### src/rtl/vtts_pkg.sv
// Shared types, widths and codes of the virtual-time turn scheduler.
package vtts_pkg;

  localparam int ActorW = 3;
  localparam int TimeW  = 32;
  localparam int StepW  = 16;
  localparam int LenW   = 4;
  localparam int ActW   = 3;
  localparam int DataW  = 32;
  localparam int AddrW  = 3;
  localparam int RegIdxW = AddrW - 2;

  localparam int NumActorsDef  = 6;
  localparam int MaxPreviewDef = 14;

  localparam logic [StepW-1:0] StepReset       = 16'd25600;
  localparam logic [LenW-1:0]  PreviewLenReset = 4'd14;

  localparam logic [RegIdxW-1:0] RegPreviewLen = 1'b0;

  typedef enum logic [ActW-1:0] {
    ActServe   = 3'd0,
    ActPreview = 3'd1,
    ActRetire  = 3'd2,
    ActSetStep = 3'd3,
    ActAdmit   = 3'd4
  } action_e;

  typedef enum logic [1:0] {
    StIdle,
    StScan,
    StAdvance
  } state_e;

  typedef enum logic {
    AluAdd,
    AluSub
  } alu_op_e;

  // Control from the sequencer to the actor table.
  typedef struct packed {
    logic              admit;
    logic              set_step;
    logic              retire;
    logic              snap;
    logic              adv_live;
    logic              adv_scratch;
    logic              use_scratch;
    logic [ActorW-1:0] wr_idx;
    logic [ActorW-1:0] scan_idx;
  } tbl_ctrl_t;

endpackage

### src/rtl/vtts_table.sv
// Per-actor storage: live times, scratch times, increments and alive marks.
module vtts_table import vtts_pkg::*; #(
  parameter int NumActors = NumActorsDef
) (
  input  logic             clk_i,
  input  logic             rst_ni,
  input  tbl_ctrl_t        ctrl_i,
  input  logic [TimeW-1:0] start_i,
  input  logic [StepW-1:0] step_i,
  input  logic [TimeW-1:0] sum_i,
  output logic [TimeW-1:0] cand_time_o,
  output logic             cand_alive_o,
  output logic [StepW-1:0] win_step_o
);

  localparam int IdxW = $clog2(NumActors);

  logic [TimeW-1:0] time_q    [NumActors];
  logic [TimeW-1:0] scratch_q [NumActors];
  logic [StepW-1:0] step_q    [NumActors];
  logic [NumActors-1:0] alive_q;

  logic [IdxW-1:0] wr_idx;
  logic [IdxW-1:0] scan_idx;

  assign wr_idx   = ctrl_i.wr_idx[IdxW-1:0];
  assign scan_idx = ctrl_i.scan_idx[IdxW-1:0];

  always_ff @(posedge clk_i or negedge rst_ni) begin
    if (!rst_ni) begin
      for (int i = 0; i < NumActors; i++) begin
        time_q[i] <= '0;
        step_q[i] <= StepReset;
      end
      alive_q <= '0;
    end else begin
      if (ctrl_i.admit) begin
        time_q[wr_idx]  <= start_i;
        step_q[wr_idx]  <= step_i;
        alive_q[wr_idx] <= 1'b1;
      end else if (ctrl_i.adv_live) begin
        time_q[wr_idx] <= sum_i;
      end
      if (ctrl_i.set_step) begin
        step_q[wr_idx] <= step_i;
      end
      if (ctrl_i.retire) begin
        alive_q[wr_idx] <= 1'b0;
      end
    end
  end

  // Scratch copy is always fully loaded before a preview reads it.
  always_ff @(posedge clk_i) begin
    if (ctrl_i.snap) begin
      scratch_q <= time_q;
    end else if (ctrl_i.adv_scratch) begin
      scratch_q[wr_idx] <= sum_i;
    end
  end

  assign cand_time_o  = ctrl_i.use_scratch ? scratch_q[scan_idx] : time_q[scan_idx];
  assign cand_alive_o = alive_q[scan_idx];
  assign win_step_o   = step_q[wr_idx];

endmodule

### config.mk
export PLATFORM = sky130hd
export DESIGN_NAME = vtts_table
export DESIGN_NICKNAME = d
export VERILOG_FILES = /design/src/rtl/vtts_pkg.sv /design/src/rtl/vtts_table.sv
export SDC_FILE = /design/constraint.sdc
export NUM_CORES = 1
export LEC_CHECK = 0
export ABC_AREA = 1
export CAP_MARGIN = 10
export CORE_MARGIN = 2
export CORE_UTILIZATION = 35
export DETAILED_ROUTE_END_ITERATION = 8
export DONT_BUFFER_PORTS = 1
export PLACE_DENSITY = 0.51
export SLEW_MARGIN = 20
export SYNTH_ARGS = -nofsm -noshare
export SYNTH_HDL_FRONTEND = slang
export SYNTH_SLANG_ARGS = --single-unit
### constraint.sdc
create_clock -name clk_i -period 1 [get_ports clk_i]
set_input_delay 0.05 -clock clk_i [delete_from_list [all_inputs] [get_ports clk_i]]
set_output_delay 0.05 -clock clk_i [all_outputs]
set_load 0.01 [all_outputs]
==> results.json <==
{
  "whs_ps": -833,
  "min_period_over_period_pct": 160,
  "grt_pass1_vias": 23300,
  "fp.dieW_um": 272,
  "cap_violations": 0,
  "io_pins": 144,
  "crit_path_start_kind": "flip-flop",
  "grt-ovfl-total": 0,
  "dr.pass1.iters": 5,
  "cts.clk_slew.worst_paths_ps": 60,
  "dp_slack_ps": -273,
  "power.static_leakage_nw": 14.8,
  "netlist_area_um2": 25200,
  "clock_sinks": 486,
  "synthTopCellsByArea": "dfrtp_1 27%, edfxtp_1 23%, nand2_1 14%, nor2_1 6.4%, inv_1 5.2%",
  "antenna_found_initial": 5,
  "fmax_mhz": 624,
  "antenna_left": 0,
  "rrSetupSlack_ps": 0,
  "cp-end-kind": "output port",
  "final.min_clock_period_ps": 1600,
  "power_density_nw_per_um2": 1800,
  "cp_data_required_time_ps": 950,
  "ys.flop_type": "dfrtp_1",
  "maxSlewViolCount": 0,
  "yosys.area.top_type": "dfrtp_1",
  "syn_to_final_growth_pct": 28.1,
  "clockRootBuffer": "clkbuf_16",
  "clockBufferDepth": 3,
  "grt_pass1_wl_um": 141000,
  "cts-buffers-inserted": 57,
  "finClkSkew_ps": 12.6,
  "final_cells": 4511,
  "status": "complete, but fails checks",
  "tns_ps": -25030,
  "ys_async_sr_fraction_pct": 60.5,
  "layout-drive-gt1-share_pct": 19.8,
  "cts_tree": "done",
  "postRouteWirelength_um": 94900,
  "clk_latency_ps": 610,
  "core_area_um2": 71400,
  "setup_viol": 50,
  "synth_top_cell_area_share_pct": 27.4,
  "syn_area_per_cell_um2": 7.70,
  "final_nets": 3609,
  "viasPerCell": 5.29,
  "cts-htree-levels": 2,
  "hold_viol": 295,
  "rsz0062_at_grt": "true",
  "drc": 0,
  "dpl.cell_count": 4207,
  "yosysSeqAreaShare_pct": 52.1,
  "setup_ws_ps": -601,
  "yosys_warnings": 0,
  "slew_headroom_pct": 48.5,
  "dieArea_um2": 74200,
  "start_util_pct": 35.3,
  "worst-setup-path-type": "flip-flop to output port",
  "vias": 23800,
  "gp_congestion": 0.837,
  "synth_fp_nets": 3368,
  "row_count": 98,
  "netlist-cell-type-count": 26,
  "worst_pin_slew_ps": 772,
  "dp_hpwl_um": 57100,
  "fillers": 7110,
  "portBuffers": 0,
  "postLayoutCoreUtil_pct": 45.3,
  "grt_max_degree": 295,
  "grt_usage_pct": 24.9,
  "vdd_ir_drop_max_v": 0.00141,
  "wl_per_cell_um": 21.0,
  "violations": "hold timing, setup timing",
  "synthCells": 3273,
  "drt_iter0_markers": 2339,
  "critPathMaxFanout": 2,
  "synth_edf_count": 192,
  "worstPathArrival_ps": 1550,
  "hold_class": "input pin to asynchronous set/reset pin",
  "synth-seq-cells": 486,
  "fp.dieH_um": 272
}
-- worst max-delay path: stages, from the launching register on --
cell	delay, ps
dfrtp_1	360
inv_2	40
nand2_1	40
o21ai_0	80
o21ai_1	130
nand2_1	90
nand2_2	90
buf_12	110
-- per-stage QoR --
step,power [mW],instance area [µm²],hold WS (ps)
2_1_floorplan,32.8,25900,-246
3_3_place_gp,35.5,27900,-227
3_5_place_dp,35.9,27900,-227
4_1_cts,57.8,31400,-876
5_1_grt,61.2,32300,-858
6_report,58.3,32300,-833
-- flip-flops by register name, indices dropped and copies added (netlist names) --
signal / cells
step_q: 96
time_q: 192
scratch_q: 192
alive_q: 6
-- cell usage after synthesis, types with 14 or more instances --
cell / count
nand2_1: 918
nor2_1: 430
inv_1: 349
dfrtp_1: 276
nand3_1: 232
o21ai_0: 222
edfxtp_1: 192
o22ai_1: 163
a21oi_1: 146
clkbuf_1: 122
buf_2: 70
a21boi_0: 44
a21boi_1: 20
dfstp_2: 18
o21ai_1: 15
buf_1: 14
-- kinds of logic after synthesis --
kind of cell / Yosys count / synth area share [%]
simple gates: 1599 / 25.2
compound gates: 620 / 13.9
flops: 486 / 52.1
buf+inv: 568 / 8.83
-- layout make-up --
class	instances	area [µm²]	share of cell area, %
sequential	486	13100	40.7
multi-input combinational	2219	10800	33.5
timing repair buffer	390	4000	12.4
clock buffer	82	1600	4.95
inverter	360	1370	4.25
tap	950	1190	3.68
clock inverter	23	173	0.534
antenna	1	2.50	0.00774
-- metal layers --
metal	up-vias	GRT usage, %	share of wire, %
li1	11100	-	-
met1	11600	33.3	42
met2	928	41.2	47
met3	180	4.06	7.6
met4	8	7.68	2.9
met5	-	0	0.055
-- path summary, 6_finish.rpt --
| path | startpoint | endpoint | cells past startpoint |
|---|---|---|---|
| worst max-delay path | time_q[16]$_DFFE_PN0P_ | cand_time_o[16] | 7 |
| worst min-delay path | rst_ni | step_q[2]$_DFF_PN0_ | 0 |
| worst max register to register | time_q[27]$_DFFE_PN0P_ | scratch_q[27]$_DFFE_PP_ | 4 |
| worst min register to register | step_q[13]$_DFF_PN1_ | step_q[13]$_DFF_PN1_ | 2 |
| max in group asynchronous | rst_ni | time_q[22]$_DFFE_PN0P_ | 0 |
| min in group clk_i | ctrl_i[3] | time_q[178]$_DFFE_PN0P_ | 6 |
-- timing repair --
action	CTS	global route
resized for setup	196	184
endpoints found under the hold margin	812	318
cloned	0	6
setup buffers	51	54
endpoints found under the setup margin	49	193
hold buffers	99	6
pin swaps	94	121
-- cells in the final DEF, fill, tap and decap left out, types with 3 or more instances in the layout --
cell type,n
clkinv_2,6
nand3_2,61
inv_1,262
nor2_4,13
clkbuf_8,8
buf_6,7
nand2_4,20
bufinv_16,3
o22ai_1,158
a21oi_1,135
o21ai_4,6
dlymetal6s4s_1,6
inv_4,3
clkbuf_1,17
clkbuf_16,63
edfxtp_1,192
a21boi_0,44
dfstp_2,18
dlygate4sd3_1,92
nand2_1,829
nand2_2,73
dfrtp_1,276
buf_4,226
o21ai_1,74
a21oi_2,11
clkinv_1,14
or2_4,4
nand3_1,169
o21ai_0,139
inv_2,92
nor2_1,417
a21boi_1,20
a22oi_1,7
buf_12,51
o22ai_2,4
nor2_2,9
o21ai_2,18
-- power by group --
group / switching [mW] / internal [mW] / leakage, nW / total [mW]
clock network: 8.45 / 11.8 / 0.868 / 20.2
registers: 1.55 / 24.4 / 5.38 / 25.9
logic: 6.91 / 5.26 / 8.59 / 12.2
No activity file was read; power rests on OpenSTA's default activity.
