$ cat src/rtl/vtts_pkg.sv
// Shared types, widths and codes of the virtual-time turn scheduler.
package vtts_pkg;

  localparam int ActorW = 3;
  localparam int TimeW  = 32;
  localparam int StepW  = 16;
  localparam int LenW   = 4;
  localparam int ActW   = 3;
  localparam int DataW  = 32;
  localparam int AddrW  = 3;
  localparam int RegIdxW = AddrW - 2;

  localparam int NumActorsDef  = 6;
  localparam int MaxPreviewDef = 14;

  localparam logic [StepW-1:0] StepReset       = 16'd25600;
  localparam logic [LenW-1:0]  PreviewLenReset = 4'd14;

  localparam logic [RegIdxW-1:0] RegPreviewLen = 1'b0;

  typedef enum logic [ActW-1:0] {
    ActServe   = 3'd0,
    ActPreview = 3'd1,
    ActRetire  = 3'd2,
    ActSetStep = 3'd3,
    ActAdmit   = 3'd4
  } action_e;

  typedef enum logic [1:0] {
    StIdle,
    StScan,
    StAdvance
  } state_e;

  typedef enum logic {
    AluAdd,
    AluSub
  } alu_op_e;

  // Control from the sequencer to the actor table.
  typedef struct packed {
    logic              admit;
    logic              set_step;
    logic              retire;
    logic              snap;
    logic              adv_live;
    logic              adv_scratch;
    logic              use_scratch;
    logic [ActorW-1:0] wr_idx;
    logic [ActorW-1:0] scan_idx;
  } tbl_ctrl_t;

endpackage

$ cat src/rtl/vtts_seq.sv
// Sequencer: request decode, per-actor minimum scan, time advance, result register.
module vtts_seq import vtts_pkg::*; #(
  parameter int NumActors  = NumActorsDef,
  parameter int MaxPreview = MaxPreviewDef
) (
  input  logic              clk_i,
  input  logic              rst_ni,
  input  logic              req_valid_i,
  output logic              req_ready_o,
  input  logic [ActW-1:0]   req_action_i,
  input  logic [ActorW-1:0] req_actor_id_i,
  input  logic [StepW-1:0]  req_step_i,
  input  logic [LenW-1:0]   preview_len_i,
  output tbl_ctrl_t         tbl_ctrl_o,
  output logic [StepW-1:0]  tbl_step_o,
  input  logic [TimeW-1:0]  cand_time_i,
  input  logic              cand_alive_i,
  input  logic [StepW-1:0]  win_step_i,
  output alu_op_e           alu_op_o,
  output logic [TimeW-1:0]  alu_a_o,
  output logic [TimeW-1:0]  alu_b_o,
  input  logic [TimeW-1:0]  alu_sum_i,
  output logic              rsp_valid_o,
  input  logic              rsp_ready_i,
  output logic [ActorW-1:0] rsp_actor_o,
  output logic              rsp_none_o,
  output logic              rsp_last_o
);

  localparam int IdxW = $clog2(NumActors);
  localparam int CntW = $clog2(MaxPreview + 1);

  state_e state_q, state_d;

  logic [IdxW-1:0]  scan_q;
  logic [IdxW-1:0]  best_idx_q;
  logic [TimeW-1:0] best_time_q;
  logic             found_q;
  logic [CntW-1:0]  rem_q;
  logic             scratch_mode_q;
  logic             out_valid_q;
  logic [ActorW-1:0] out_actor_q;
  logic             out_none_q;
  logic             out_last_q;

  action_e          act;
  logic             accept;
  logic             is_run;
  logic             id_ok;
  logic             last_scan;
  logic             better;
  logic             slot_free;
  logic             adv_fire;
  logic             last_pick;
  logic [CntW-1:0]  run_len;

  assign act       = action_e'(req_action_i);
  assign accept    = req_valid_i && (state_q == StIdle);
  assign is_run    = (act == ActServe) || (act == ActPreview);
  assign id_ok     = {1'b0, req_actor_id_i} < (ActorW + 1)'(NumActors);
  assign last_scan = (scan_q == IdxW'(NumActors - 1));
  assign better    = cand_alive_i && (!found_q || alu_sum_i[TimeW-1]);
  assign slot_free = !out_valid_q || rsp_ready_i;
  assign adv_fire  = (state_q == StAdvance) && slot_free;
  assign last_pick = !found_q || (rem_q == CntW'(1));

  // Preview length: zero means one, large values saturate.
  always_comb begin
    if (preview_len_i == '0) begin
      run_len = CntW'(1);
    end else if (int'(preview_len_i) > MaxPreview) begin
      run_len = CntW'(MaxPreview);
    end else begin
      run_len = CntW'(preview_len_i);
    end
  end

  always_comb begin
    state_d = state_q;
    unique case (state_q)
      StIdle: begin
        if (accept && is_run) state_d = StScan;
      end
      StScan: begin
        if (last_scan) state_d = StAdvance;
      end
      StAdvance: begin
        if (slot_free) state_d = last_pick ? StIdle : StScan;
      end
      default: state_d = StIdle;
    endcase
  end

  always_comb begin
    req_ready_o = (state_q == StIdle);

    tbl_ctrl_o.admit       = accept && (act == ActAdmit) && id_ok;
    tbl_ctrl_o.set_step    = accept && (act == ActSetStep) && id_ok;
    tbl_ctrl_o.retire      = accept && (act == ActRetire) && id_ok;
    tbl_ctrl_o.snap        = accept && (act == ActPreview);
    tbl_ctrl_o.adv_live    = adv_fire && found_q && !scratch_mode_q;
    tbl_ctrl_o.adv_scratch = adv_fire && found_q && scratch_mode_q;
    tbl_ctrl_o.use_scratch = scratch_mode_q;
    tbl_ctrl_o.wr_idx      = (state_q == StAdvance) ? ActorW'(best_idx_q) : req_actor_id_i;
    tbl_ctrl_o.scan_idx    = ActorW'(scan_q);
    tbl_step_o             = (req_step_i == '0) ? StepW'(1) : req_step_i;

    if (state_q == StAdvance) begin
      alu_op_o = AluAdd;
      alu_a_o  = best_time_q;
      alu_b_o  = TimeW'(win_step_i);
    end else begin
      alu_op_o = AluSub;
      alu_a_o  = cand_time_i;
      alu_b_o  = best_time_q;
    end

    rsp_valid_o = out_valid_q;
    rsp_actor_o = out_actor_q;
    rsp_none_o  = out_none_q;
    rsp_last_o  = out_last_q;
  end

  always_ff @(posedge clk_i or negedge rst_ni) begin
    if (!rst_ni) begin
      state_q        <= StIdle;
      scan_q         <= '0;
      found_q        <= 1'b0;
      rem_q          <= '0;
      scratch_mode_q <= 1'b0;
      out_valid_q    <= 1'b0;
    end else begin
      state_q <= state_d;
      if (accept && is_run) begin
        rem_q          <= (act == ActPreview) ? run_len : CntW'(1);
        scratch_mode_q <= (act == ActPreview);
        scan_q         <= '0;
        found_q        <= 1'b0;
      end else if (state_q == StScan) begin
        if (better) found_q <= 1'b1;
        scan_q <= last_scan ? '0 : scan_q + IdxW'(1);
      end else if (adv_fire) begin
        rem_q   <= rem_q - CntW'(1);
        found_q <= 1'b0;
      end
      if (adv_fire) begin
        out_valid_q <= 1'b1;
      end else if (rsp_ready_i) begin
        out_valid_q <= 1'b0;
      end
    end
  end

  always_ff @(posedge clk_i) begin
    if (state_q == StScan && better) begin
      best_time_q <= cand_time_i;
      best_idx_q  <= scan_q;
    end
    if (adv_fire) begin
      out_actor_q <= found_q ? ActorW'(best_idx_q) : '0;
      out_none_q  <= !found_q;
      out_last_q  <= last_pick;
    end
  end

endmodule

$ cat config.mk
export PLATFORM = sky130hd
export DESIGN_NAME = vtts_seq
export DESIGN_NICKNAME = d
export VERILOG_FILES = /design/src/rtl/vtts_pkg.sv /design/src/rtl/vtts_seq.sv
export SDC_FILE = /design/constraint.sdc
export NUM_CORES = 1
export LEC_CHECK = 0
export BUFFER_PORTS_ARGS = -buffer_cell sky130_fd_sc_hd__buf_2
export CAP_MARGIN = 20
export CORE_ASPECT_RATIO = 0.5
export CORE_MARGIN = 10
export CORE_UTILIZATION = 40
export CTS_CLUSTER_DIAMETER = 80
export DETAILED_ROUTE_END_ITERATION = 12
export PLACE_DENSITY = 0.79
export SETUP_SLACK_MARGIN = 0.3
export SYNTH_ARGS = -nofsm -noshare
export SYNTH_HDL_FRONTEND = slang
export SYNTH_SLANG_ARGS = --single-unit
$ cat constraint.sdc
create_clock -name clk_i -period 4 [get_ports clk_i]
set_input_delay 0.8 -clock clk_i [delete_from_list [all_inputs] [get_ports clk_i]]
set_output_delay 0.8 -clock clk_i [all_outputs]
set_load 0.1 [all_outputs]
==> impl_metrics.csv <==
group,metric,value,unit
placed_design,port_buffers,180,
die,die_w,137,um
drt,routed.top_layer,"met4",
clock_network,cts_tree,"done",
run_status,status,"completed",
finish,utilization,58.0,%
logic_synthesis,yosysSeqAreaShare,54.5,%
sta,rsz0062_at_grt,"no",
sta,slew_headroom,63.5,%
clock_network,clock-sinks,52,
worst_setup_path,slowest_delay,0.46,ns
logic_synthesis,synthCells,324,
die,die-area,10800,um^2
clock_network,cts_resized,0,
sta,min_period,3.36,ns
worst_setup_path,cp.required,3.20,ns
clock_network,hold_buffers,0,
logic_synthesis,synth.distinct_cells,35,
drt,dr_wl_met3,648,um
flow_run,drv_cap,0,
finish,diodes,0,
power_and_ir_drop,peakVddDrop,0.000497,V
worst_setup_path,rrSetupSlack,1.94,ns
drt,ant_nets,0,
logic_synthesis,ys_warn_count,0,
power_and_ir_drop,leakagePower,1.99,nW
worst_hold_path,hold_class,"in -> async",
worst_setup_path,crit_chain,"nor2b_4, buf_4, nand2_1, inv_1, and3_1, buf_2",
clock_network,cts.clk_slew.worst_paths,0.07,ns
clock_network,cts_root_buf,"clkbuf_16",
die,die_h,78.7,um
sta,clock.fmax,298,MHz
global_route,grt_pass1_vias,2620,
power_and_ir_drop,p_per_area,738,nW/um^2
sta,final_hold_viol_count,0,
die,rows,21,
drt,wirelength,8.61,mm
clock_network,cts_buffer_depth,2,
sta,finalMaxSlewViolations,0,
sta,period_share,84.0,%
worst_setup_path,setup.worst_path.class,"reg -> out",
global_route,grt.overflow.total,0,
clock_network,htree_levels,2,
worst_setup_path,crit_path_end_kind,"primary output",
worst_setup_path,cp.arrival,2.56,ns
die,start_util,41.3,%
clock_network,insertion_delay,0.28,ns
drt,drtIter0Drc,144,
logic_synthesis,avgSynthCellArea,8.50,um^2
drt,wl_met1,3.15,mm
sta,worst_slew_pin_slew,0.546,ns
global_route,grt_max_degree,55,
global_route,grt_util_all_layers,14.6,%
placed_design,dpl_cell_area,3740,um^2
die,io-pin-count,212,
finish,drive_above_1_share,41.3,%
worst_setup_path,cp_top_family,"buffers and inverters",
finish,fin_area,3870,um^2
worst_setup_path,timing.critical_path.buf_inv,3,
drt,vias_per_cell,4.60,
logic_synthesis,ys_ff_latch,52,
clock_network,cts_buffers,5,
sta,skew,0.00590,ns
sta,fin_hold_ws,0.379,ns
placed_design,hpwl,7.00,mm
drt,drtPass1Iterations,4,
drt,drc,0,
worst_setup_path,crit_slowest_cell,"buf_4",
sta,setup_viol,0,
drt,dr_wl_met2,4.73,mm
clock_network,post_cts_buffers,0,
global_route,antenna_found_initial,0,
drt,vias,2665,
die,coreArea,6670,um^2
global_route,grt_pass1_wl,12.9,mm
finish,finalNetCount,599,
finish,area_growth,40.7,%
placed_design,place_congestion,0.885,
worst_setup_path,cp_max_fo,54,
worst_setup_path,startpoint_type,"register",
logic_synthesis,syn_nets,437,
sta,setup_tns,0,ns
finish,fillCellCount,618,
drt,wl_per_cell,14.9,um
logic_synthesis,post_synth_instance_area,2750,um^2
worst reg2reg max path: stages (launching register included):
cell and delay, ns:
dfrtp_1 0.44, nor2b_4 0.19, buf_4 0.46, nand2_1 0.23, inv_1 0.34, xnor2_1 0.18, a2bb2oi_2 0.15
final cells by class:
type	count	area, um^2	area share (%)
Clock buffer	7	133	3.42
Timing Repair Buffer	185	958	24.7
Sequential cell	52	1500	38.8
Clock inverter	1	5.00	0.129
Tap cell	92	115	2.97
Multi-Input combinational cell	234	1130	29.2
Inverter	8	30.0	0.775
registers in the layout (all words and copies together), names as in the netlist:
register / cells
best_idx_q: 3
best_time_q: 32
found_q: 1
rem_q: 4
rsp_actor_o: 3
rsp_last_o: 1
rsp_none_o: 1
rsp_valid_o: 1
scan_q: 3
scratch_mode_q: 1
state_q: 2
power breakdown:
group / switching, mW / leakage [nW] / internal [mW] / total, mW
Combinational: 1.36 / 1.41 / 0.276 / 1.64
Sequential: 0.0897 / 0.516 / 0.722 / 0.812
Clock: 0.175 / 0.0679 / 0.231 / 0.406
cells by family (layout without fill, tap and decap cells):
group,after synthesis,in the layout,share of synthesized area [%]
compound gates,18,18,4.45
xor+xnor,3,3,0.954
fa+ha+maj,2,2,0.909
buf+inv,38,201,5.72
flops,52,52,54.5
mux,1,1,0.409
simple gates,210,210,33.0
Yosys cell counts (all sizes together):
master	n	area [um^2]
dfrtp	12	300
edfxtp	40	1200
clkbuf	27	101
a21oi	4	20.0
and3	1	6.26
or3b	1	11.3
buf	3	26.3
xnor2	2	17.5
nand3b	3	22.5
mux2	1	11.3
a21boi	1	7.51
nor3	3	26.3
a21o	1	7.51
o41ai	1	8.76
nand3	4	20.0
o21ai	4	20.0
a41o	1	10.0
nand2	162	608
nor4	4	25.0
xor2	1	8.76
or3	1	6.26
ha	2	25.0
inv	8	30.0
a211oi	1	7.51
nor4b	2	17.5
nand2b	1	6.26
o22ai	3	18.8
a2bb2oi	1	15.0
nor2	6	22.5
a22oi	1	7.51
nor2b	2	12.5
and2	20	125
worst paths after layout:
kind,from,endpoint,depth (start not counted)
hold / removal,rst_ni,scratch_mode_q,1
max in group asynchronous,rst_ni,rsp_valid_o,1
min in group clk_i,scan_q[1],best_idx_q[1],0
setup / recovery,state_q[1],tbl_ctrl_o[7],6
setup reg to reg,state_q[1],rem_q[0],6
hold reg to reg,scan_q[1],best_idx_q[1],0
cell usage in the layout (no fill, tap or decap), types with 3 or more instances in the layout:
cell type / instances
a21oi_1: 3
buf_2: 180
o22ai_1: 3
nand2_1: 162
clkbuf_16: 5
buf_4: 4
nor2_1: 6
and2_1: 20
nand3b_1: 3
nand3_1: 4
inv_1: 7
nor4_1: 4
o21ai_0: 4
edfxtp_1: 40
dfrtp_1: 12
metal layers:
layer | track usage, % | up-vias
li1 | - | 1363
met4 | 3.35 | 0
met3 | 3.43 | 7
met5 | 0 | -
met2 | 29.1 | 82
met1 | 15.0 | 1213
per-stage QoR:
step	setup slack (ns)	instances	power, mW
6_report	0.642	579	2.86
3_5_place_dp	0.927	571	2.47
2_1_floorplan	0.123	324	2.17
3_3_place_gp	0.957	570	2.43
4_1_cts	0.600	579	2.88
5_1_grt	0.437	579	2.98
Note: power is estimated with default switching activity, not from simulation.
